File: config.mk
export PLATFORM = sky130hd
export DESIGN_NAME = vertex_declaration_token_decoder_core
export DESIGN_NICKNAME = d
export VERILOG_FILES = /design/src/rtl/vdtd_pkg.sv /design/src/rtl/vdtd_front.sv /design/src/rtl/vdtd_queue.sv /design/src/rtl/vdtd_back.sv /design/src/rtl/vertex_declaration_token_decoder_core.sv
export SDC_FILE = /design/constraint.sdc
export NUM_CORES = 1
export LEC_CHECK = 0
export ABC_AREA = 1
export BUFFER_PORTS_ARGS = -buffer_cell sky130_fd_sc_hd__buf_2
export CAP_MARGIN = 20
export CORE_MARGIN = 3
export CORE_UTILIZATION = 46
export DETAILED_ROUTE_END_ITERATION = 6
export PLACE_DENSITY = 0.76
export SLEW_MARGIN = 5
export SYNTH_ARGS = -nofsm -noshare
export SYNTH_HDL_FRONTEND = slang
export SYNTH_SLANG_ARGS = --single-unit
File: constraint.sdc
create_clock -name clk -period 4 [get_ports clk]
set_input_delay 0.8 -clock clk [delete_from_list [all_inputs] [get_ports clk]]
set_output_delay 0.8 -clock clk [all_outputs]
set_load 0.02 [all_outputs]
File: src/rtl/vdtd_pkg.sv
// Package of the vertex declaration token decoder: codes, types, decode tables.
// No dependencies.
`timescale 1ns / 1ps

package vdtd_pkg;

	localparam int DEF_MAX_STREAMS = 16;
	localparam int DEF_TEX_SLOTS   = 8;

	// token types
	localparam logic [2:0] TT_STREAM     = 3'd1;
	localparam logic [2:0] TT_STREAMDATA = 3'd2;
	localparam logic [2:0] TT_END        = 3'd7;

	// result status codes
	localparam logic [2:0] ST_ATTR    = 3'd0;
	localparam logic [2:0] ST_STREAM  = 3'd1;
	localparam logic [2:0] ST_SKIPPED = 3'd2;
	localparam logic [2:0] ST_END     = 3'd3;
	localparam logic [2:0] ST_ERROR   = 3'd4;
	localparam logic [2:0] ST_IGNORED = 3'd5;

	// slots
	localparam logic [3:0] SLOT_POSITION = 4'd0;
	localparam logic [3:0] SLOT_NORMAL   = 4'd1;
	localparam logic [3:0] SLOT_DIFFUSE  = 4'd2;
	localparam logic [3:0] SLOT_SPECULAR = 4'd3;
	localparam logic [3:0] SLOT_TEX0     = 4'd4;
	localparam logic [3:0] SLOT_NONE     = 4'd12;

	// element codes
	localparam logic [15:0] ELEM_POSITION = 16'd0;
	localparam logic [15:0] ELEM_NORMAL   = 16'd3;
	localparam logic [15:0] ELEM_DIFFUSE  = 16'd5;
	localparam logic [15:0] ELEM_SPECULAR = 16'd6;
	localparam logic [15:0] ELEM_TEX0     = 16'd7;
	localparam logic [15:0] ELEM_MASK     = 16'hFFFF;

	localparam logic [3:0] FMT_NONE = 4'd0;

	typedef enum logic [1:0] {
		K_STREAM = 2'd0,
		K_DATA   = 2'd1,
		K_END    = 2'd2,
		K_ERROR  = 2'd3
	} kind_t;

	// one classified word, as it travels from front to back
	typedef struct packed {
		logic       first;
		logic       last;
		kind_t      kind;
		logic       stream_ok;
		logic [3:0] strm_sel;
		logic [2:0] size;
		logic [3:0] fmt;
		logic       elem_ok;
		logic [3:0] slot;
		logic       tex_hit;
		logic [3:0] tex_need;
	} cls_t;

	// dword size per data type; unknown types take nothing
	function automatic logic [2:0] dtype_size(input logic [3:0] dt);
		logic [2:0] s;
		unique case (dt)
			4'd0:    s = 3'd1;
			4'd1:    s = 3'd2;
			4'd2:    s = 3'd3;
			4'd3:    s = 3'd4;
			4'd4:    s = 3'd1;
			4'd5:    s = 3'd1;
			4'd6:    s = 3'd1;
			4'd7:    s = 3'd2;
			default: s = 3'd0;
		endcase
		return s;
	endfunction

	function automatic logic [3:0] dtype_fmt(input logic [3:0] dt);
		return dt[3] ? FMT_NONE : dt + 4'd1;
	endfunction

endpackage

File: src/rtl/vdtd_front.sv
// Front end: classifies one declaration token into a cls_t word.
// Depends on vdtd_pkg.
`timescale 1ns / 1ps

module vdtd_front
	import vdtd_pkg::*;
#(
	parameter int MAX_STREAMS = DEF_MAX_STREAMS,
	parameter int TEX_SLOTS   = DEF_TEX_SLOTS
) (
	input  logic [31:0] token,
	input  logic        first,
	input  logic        last,
	output cls_t        cls
);

	logic [15:0] elem;
	logic [15:0] tex_off;
	logic        tex_hit;

	assign elem    = token[15:0] & ELEM_MASK;
	assign tex_off = elem - ELEM_TEX0;
	assign tex_hit = (elem >= ELEM_TEX0) && (tex_off < 16'(TEX_SLOTS));

	always_comb begin
		cls           = '0;
		cls.first     = first;
		cls.last      = last;
		cls.stream_ok = token[28:0] < 29'(MAX_STREAMS);
		cls.strm_sel  = token[3:0];
		cls.size      = dtype_size(token[19:16]);
		cls.fmt       = dtype_fmt(token[19:16]);
		cls.tex_hit   = tex_hit;
		cls.tex_need  = tex_off[3:0] + 4'd1;
		cls.elem_ok   = 1'b1;
		priority if (elem == ELEM_POSITION) begin
			cls.slot = SLOT_POSITION;
		end else if (elem == ELEM_NORMAL) begin
			cls.slot = SLOT_NORMAL;
		end else if (elem == ELEM_DIFFUSE) begin
			cls.slot = SLOT_DIFFUSE;
		end else if (elem == ELEM_SPECULAR) begin
			cls.slot = SLOT_SPECULAR;
		end else if (tex_hit) begin
			cls.slot = SLOT_TEX0 + tex_off[3:0];
		end else begin
			cls.slot    = SLOT_NONE;
			cls.elem_ok = 1'b0;
		end
		unique case (token[31:29])
			TT_STREAM:     cls.kind = K_STREAM;
			TT_STREAMDATA: cls.kind = K_DATA;
			TT_END:        cls.kind = K_END;
			default:       cls.kind = K_ERROR;
		endcase
	end

endmodule

File: src/rtl/vdtd_queue.sv
// Two-entry queue of classified words between front and back.
// Depends on vdtd_pkg.
`timescale 1ns / 1ps

module vdtd_queue
	import vdtd_pkg::*;
(
	input  logic clk,
	input  logic arst_n,
	input  logic push,
	input  cls_t push_data,
	input  logic pop,
	output logic full,
	output logic not_empty,
	output cls_t head
);

	cls_t       mem_q [2];
	logic       wr_q;
	logic       rd_q;
	logic [1:0] cnt_q;

	assign full      = cnt_q == 2'd2;
	assign not_empty = cnt_q != 2'd0;
	assign head      = mem_q[rd_q];

	always_ff @(posedge clk) begin
		if (push) begin
			mem_q[wr_q] <= push_data;
		end
	end

	always_ff @(posedge clk or negedge arst_n) begin
		if (!arst_n) begin
			wr_q  <= 1'b0;
			rd_q  <= 1'b0;
			cnt_q <= 2'd0;
		end else begin
			if (push) begin
				wr_q <= ~wr_q;
			end
			if (pop) begin
				rd_q <= ~rd_q;
			end
			unique case ({push, pop})
				2'b10:   cnt_q <= cnt_q + 2'd1;
				2'b01:   cnt_q <= cnt_q - 2'd1;
				default: cnt_q <= cnt_q;
			endcase
		end
	end

endmodule

File: src/rtl/vdtd_back.sv
// Back end: running declaration state and the registered result word.
// Depends on vdtd_pkg.
`timescale 1ns / 1ps

module vdtd_back
	import vdtd_pkg::*;
(
	input  logic       clk,
	input  logic       arst_n,
	input  logic       q_valid,
	input  cls_t       q_head,
	output logic       q_pop,
	output logic       out_valid,
	input  logic       out_stall,
	output logic [2:0] status,
	output logic [3:0] slot,
	output logic [3:0] format,
	output logic [7:0] attr_offset,
	output logic [9:0] stride_bytes,
	output logic [3:0] texcoord_count,
	output logic [3:0] bound_stream,
	output logic       done_res
);

	logic [7:0] ofs_q;
	logic [3:0] tex_q;
	logic [3:0] strm_q;
	logic       fin_q;
	logic       ovld_q;

	logic [7:0] ofs_b, ofs_n;
	logic [3:0] tex_b, tex_n;
	logic [3:0] strm_b, strm_n;
	logic       fin_b, fin_n;
	logic [8:0] sum;
	logic [2:0] st_n;
	logic [3:0] slot_n, fmt_n;

	assign q_pop = q_valid && (!ovld_q || !out_stall);

	always_comb begin
		ofs_b  = q_head.first ? 8'd0 : ofs_q;
		tex_b  = q_head.first ? 4'd0 : tex_q;
		strm_b = q_head.first ? 4'd0 : strm_q;
		fin_b  = q_head.first ? 1'b0 : fin_q;
		sum    = {1'b0, ofs_b} + {6'd0, q_head.size};
		ofs_n  = ofs_b;
		tex_n  = tex_b;
		strm_n = strm_b;
		fin_n  = fin_b;
		st_n   = ST_IGNORED;
		slot_n = SLOT_NONE;
		fmt_n  = FMT_NONE;
		if (!fin_b) begin
			unique case (q_head.kind)
				K_STREAM: begin
					st_n = ST_STREAM;
					if (q_head.stream_ok) begin
						strm_n = q_head.strm_sel;
					end
				end
				K_DATA: begin
					ofs_n = sum[8] ? 8'hFF : sum[7:0];
					if (q_head.elem_ok) begin
						st_n   = ST_ATTR;
						slot_n = q_head.slot;
						fmt_n  = q_head.fmt;
					end else begin
						st_n = ST_SKIPPED;
					end
					if (q_head.tex_hit && (q_head.tex_need > tex_b)) begin
						tex_n = q_head.tex_need;
					end
				end
				K_END: begin
					st_n  = ST_END;
					fin_n = 1'b1;
				end
				default: begin
					st_n  = ST_ERROR;
					fin_n = 1'b1;
				end
			endcase
			if (q_head.last) begin
				fin_n = 1'b1;
			end
		end
	end

	always_ff @(posedge clk or negedge arst_n) begin
		if (!arst_n) begin
			ofs_q  <= 8'd0;
			tex_q  <= 4'd0;
			strm_q <= 4'd0;
			fin_q  <= 1'b0;
			ovld_q <= 1'b0;
		end else begin
			if (q_pop) begin
				ofs_q  <= ofs_n;
				tex_q  <= tex_n;
				strm_q <= strm_n;
				fin_q  <= fin_n;
				ovld_q <= 1'b1;
			end else if (!out_stall) begin
				ovld_q <= 1'b0;
			end
		end
	end

	always_ff @(posedge clk) begin
		if (q_pop) begin
			status         <= st_n;
			slot           <= slot_n;
			format         <= fmt_n;
			attr_offset    <= ofs_b;
			stride_bytes   <= {ofs_n, 2'b00};
			texcoord_count <= tex_n;
			bound_stream   <= strm_n;
			done_res       <= fin_n;
		end
	end

	assign out_valid = ovld_q;

endmodule

File: src/rtl/vertex_declaration_token_decoder_core.sv
// Top level of the vertex declaration token decoder.
// Depends on vdtd_pkg, vdtd_front, vdtd_queue, vdtd_back.
//
//  channel | handshake           | payload
//  --------+---------------------+------------------------------------------
//  in      | in_valid / in_stall | token, first, last
//  out     | out_valid/out_stall | status, slot, format, attr_offset,
//          |                     | stride_bytes, texcoord_count, bound_stream,
//          |                     | done_res
//
// One word per cycle sustained while out_stall stays low. An accepted word is
// written into the queue, and the back end then loads its result into the
// output register; a word is held back only while out_stall holds the result
// register and backs up the queue ahead of it.
// The back end's offset add and saturate are combinational, ahead of its registers.
// arst_n clears the running state, the queue and the output valid.
// in_stall rises only when the two-entry queue is full; out_stall holds the
// result register and, through it, backs up the queue.
`timescale 1ns / 1ps

module vertex_declaration_token_decoder_core
	import vdtd_pkg::*;
#(
	parameter int MAX_STREAMS = DEF_MAX_STREAMS,
	parameter int TEX_SLOTS   = DEF_TEX_SLOTS
) (
	input  logic        clk,
	input  logic        arst_n,
	// input word
	input  logic        in_valid,
	output logic        in_stall,
	input  logic [31:0] token,
	input  logic        first,
	input  logic        last,
	// result word
	output logic        out_valid,
	input  logic        out_stall,
	output logic [2:0]  status,
	output logic [3:0]  slot,
	output logic [3:0]  format,
	output logic [7:0]  attr_offset,
	output logic [9:0]  stride_bytes,
	output logic [3:0]  texcoord_count,
	output logic [3:0]  bound_stream,
	output logic        done_res
);

	cls_t cls;
	cls_t head;
	logic q_full;
	logic q_nempty;
	logic q_pop;
	logic push;

	// front: pure decode of the token, no state
	vdtd_front #(
		.MAX_STREAMS(MAX_STREAMS),
		.TEX_SLOTS  (TEX_SLOTS)
	) u_front (
		.token(token),
		.first(first),
		.last (last),
		.cls  (cls)
	);

	// stall comes from the registered fill count only
	assign in_stall = q_full;
	assign push     = in_valid && !q_full;

	vdtd_queue u_queue (
		.clk      (clk),
		.arst_n   (arst_n),
		.push     (push),
		.push_data(cls),
		.pop      (q_pop),
		.full     (q_full),
		.not_empty(q_nempty),
		.head     (head)
	);

	// back: all running state lives here, so words apply strictly in order
	vdtd_back u_back (
		.clk           (clk),
		.arst_n        (arst_n),
		.q_valid       (q_nempty),
		.q_head        (head),
		.q_pop         (q_pop),
		.out_valid     (out_valid),
		.out_stall     (out_stall),
		.status        (status),
		.slot          (slot),
		.format        (format),
		.attr_offset   (attr_offset),
		.stride_bytes  (stride_bytes),
		.texcoord_count(texcoord_count),
		.bound_stream  (bound_stream),
		.done_res      (done_res)
	);

endmodule

==> results.toml <==
[drt]
drtIter0Drc = 318
wl_met2_um = 5006
drc = 0
finalWirelength_um = 10150
wl_met3_um = 565
top_layer_used = "met4"
met1Wirelength_um = 4324
vias_per_cell = 5.170
ant_nets = 0
firstDrtPassIters = 5
post_drt_wl_per_cell_um = 13.80
vias = 3800

[final_layout]
n_antenna_cell = 0
final_cells = 735
final_area_um2 = 6085
syn2layout_area_growth_pct = 16.37
fin_nets = 643
drive_above_1_share_pct = 23.36
fill_cells = 896

[placed_design]
place_inst = 719
io_buffers = 75
gp_congestion = 0.8823
post-dp-hpwl_um = 7415
placed_area_um2 = 5771

[sta]
period_share_pct = 70.36
final_max_slew_viol_count = 0
fin_crit_ns = 2.814
fin_setup_tns_ns = 0
slew_headroom_pct = 57.67
fmaxAchievable_ghz = 0.3553
rsz0062_at_grt = "false"
hold_viol = 0
worst_pin_slew_ns = 0.6283
setup_viol = 0
clock_skew_ns = 0.01228

[synthesis]
synth_top_area_cell = "edfxtp_1"
synth_xor_area_share_pct = 1.843
ys.flop_type = "edfxtp_1"
synth_area_um2 = 5229
synth.most_common_cell = "nand2_1"
synth-compound-area-share_pct = 7.011
ys_seq_area_share_pct = 59.92
synth_fa_ha_area_share_pct = 3.733
synth_mux_area_share_pct = 0.5743
ys_async_sr_fraction_pct = 20.37
synth_area_per_cell_um2 = 10.29
synth_edf_count = 86
synth_top_family_by_area = "simple AND/OR/NAND/NOR gates"
synth_common_cells = "nand2_1 (145), edfxtp_1 (86), nor2_1 (55)"
synth_seq_cells = 108
synth_top_area_share_pct = 49.39
synthDistinctLibCells = 48
synth.area.top_cells = "edfxtp_1 (49%), dfrtp_1 (11%), nand2_1 (10%), nor2_1 (3.9%), ha_1 (3.4%)"
yosys.area_share.simple_pct = 22.37
syn_inst = 508
yosysWarnings = 0

[setup_path]
worstSetupPathType = "register to register"
timing.rr.start = "u_queue.rd_q$_DFFE_PN0P_"
critPathArrivalTime_ns = 2.90
critPathLaunchType = "register"
crit_path_max_fanout = 22
end_kind = "register"
required_ns = 4.09
r2r_cells = 10
r2r-end = "u_back.stride_bytes[9]$_DFFE_PP_"
reg2reg_slack_ns = 1.19

[global_routing]
grt_max_degree = 56
grt_pass1_vias = 3646
grt_pass1_wl_um = 17230
grtUsageTotal_pct = 16.90
antenna_found_initial = 0
overflow = 0

[status]
status = "complete, no violations"

[floorplan]
die_width_um = 112.6
die_h_um = 112.6
initial_core_util_pct = 47.61
coreArea_um2 = 10980
core.rowCount = 38
io_pins = 78
dieArea_um2 = 12680

[clock_tree]
cts-root-buf = "clkbuf_16"
post_cts_buffers = 0
clk_latency_ns = 0.35
cts.clk_slew.worst_paths_ns = 0.08
cts_hold_buf = 0
post_cts_resized = 0
cts_tree = "built"
cts_made_buffers = 9
clock-sinks = 108
htree_levels = 3
max-clock-path-buffers = 2

[pwr]
ir_drop_mv = 0.4115
p_per_area_nw_per_um2 = 723.5
power_w = 0.004402
power.leakage_nw = 2.630

[run]
drv_cap = 0

[hold_path]
hp-class = "primary input to async pin"
metal layers:
layer	vias up	track usage [%]
met1	1775	22.13
met4	0	8.013
met5	-	0
met2	134	27.92
li1	1874	-
met3	17	2.210
layout by cell type, fill, tap and decap left out, types with 2 or more instances in the layout:
cell and instances:
nor4_1 3, buf_4 5, nor3_2 2, clkbuf_16 9, inv_8 3, dfrtp_1 22, mux2i_1 3, o21ai_0 19
clkinv_4 2, nand3_1 21, conb_1 2, o31ai_2 3, nand2_2 3, o21ai_2 7, o21ai_1 3, nor2_2 5
inv_4 2, nor2_4 4, nand3_4 2, nand4_1 6, a21oi_1 15, inv_2 6, nor2_1 53, xor2_1 6
ha_1 14, nand2_4 3, a2bb2oi_1 3, inv_1 36, nand2_1 145, xnor2_1 5, buf_2 75, a31oi_1 4
o211ai_1 2, edfxtp_1 86
critical path, cell delays in order, from the launching register on:
cell and delay, ns:
dfrtp_1 0.67, inv_4 0.22, nand2_4 0.14, nand2_8 0.08, nor2_1 0.34, ha_1 0.32
a31oi_1 0.32, nor3_2 0.11, nand4_1 0.10, xor2_1 0.18, a21oi_1 0.08
kinds of logic after synthesis:
kind of cell | after synthesis
DFF | 108
other | 1
adders and majority gates | 15
and+or+nand+nor | 257
muxes | 3
AOI/OAI and AO/OA | 58
buffers and inverters | 55
xor gates and xnor gates | 11
layout make-up:
cell class / count / area [um^2] / area share [%]
Tap cell: 140 / 175.2 / 2.879
Clock inverter: 7 / 88.84 / 1.460
Timing Repair Buffer: 80 / 412.9 / 6.786
Inverter: 45 / 178.9 / 2.941
Clock buffer: 9 / 225.2 / 3.701
Sequential cell: 108 / 3133 / 51.49
Multi-Input combinational cell: 346 / 1871 / 30.74
sequential cells by signal (all words and copies together) (netlist names), 2 cells and up:
name and flops:
u_back.attr_offset 8, u_back.bound_stream 4, u_back.format 4, u_back.ofs_q 8, u_back.slot 4, u_back.status 3
u_back.stride_bytes 8, u_back.strm_q 4, u_back.tex_q 4, u_back.texcoord_count 4, u_queue.cnt_q 2, u_queue.mem_q 50
worst max-delay path by stage:
stage	startpoint	to	slack, ns	cells past startpoint
floorplan	u_queue.rd_q$_DFFE_PN0P_	u_back.stride_bytes[9]$_DFFE_PP_	1.45	14
global placement	u_queue.rd_q$_DFFE_PN0P_	u_back.stride_bytes[6]$_DFFE_PP_	1.29	15
detailed placement	token[0]	u_queue.mem_q[0][7]$_DFFE_PP_	1.20	14
CTS	u_queue.rd_q$_DFFE_PN0P_	u_back.stride_bytes[9]$_DFFE_PP_	1.17	10
global route	u_queue.rd_q$_DFFE_PN0P_	u_back.stride_bytes[9]$_DFFE_PP_	0.94	10
finish	u_queue.rd_q$_DFFE_PN0P_	u_back.stride_bytes[9]$_DFFE_PP_	1.19	10
per-stage QoR:
| step | worst slack, ns | hold slack (ns) | util (%) |
|---|---|---|---|
| global placement | 1.293 | 0.4647 | 52.54 |
| global route | 0.9433 | 0.4711 | 55.40 |
| finish | 1.186 | 0.4384 | 55.40 |
| CTS | 1.167 | 0.4519 | 55.40 |
| floorplan | 1.454 | 0.4492 | - |
| detailed placement | 1.199 | 0.4654 | 52.54 |
where the power goes:
group          internal, W  total (W)  switching (W)
logic             0.000484    0.00164        0.00116
clock network     0.000502   0.000919       0.000417
registers          0.00170    0.00184       0.000141
total              0.00269    0.00440        0.00171
(Power assumes the default switching activity.)
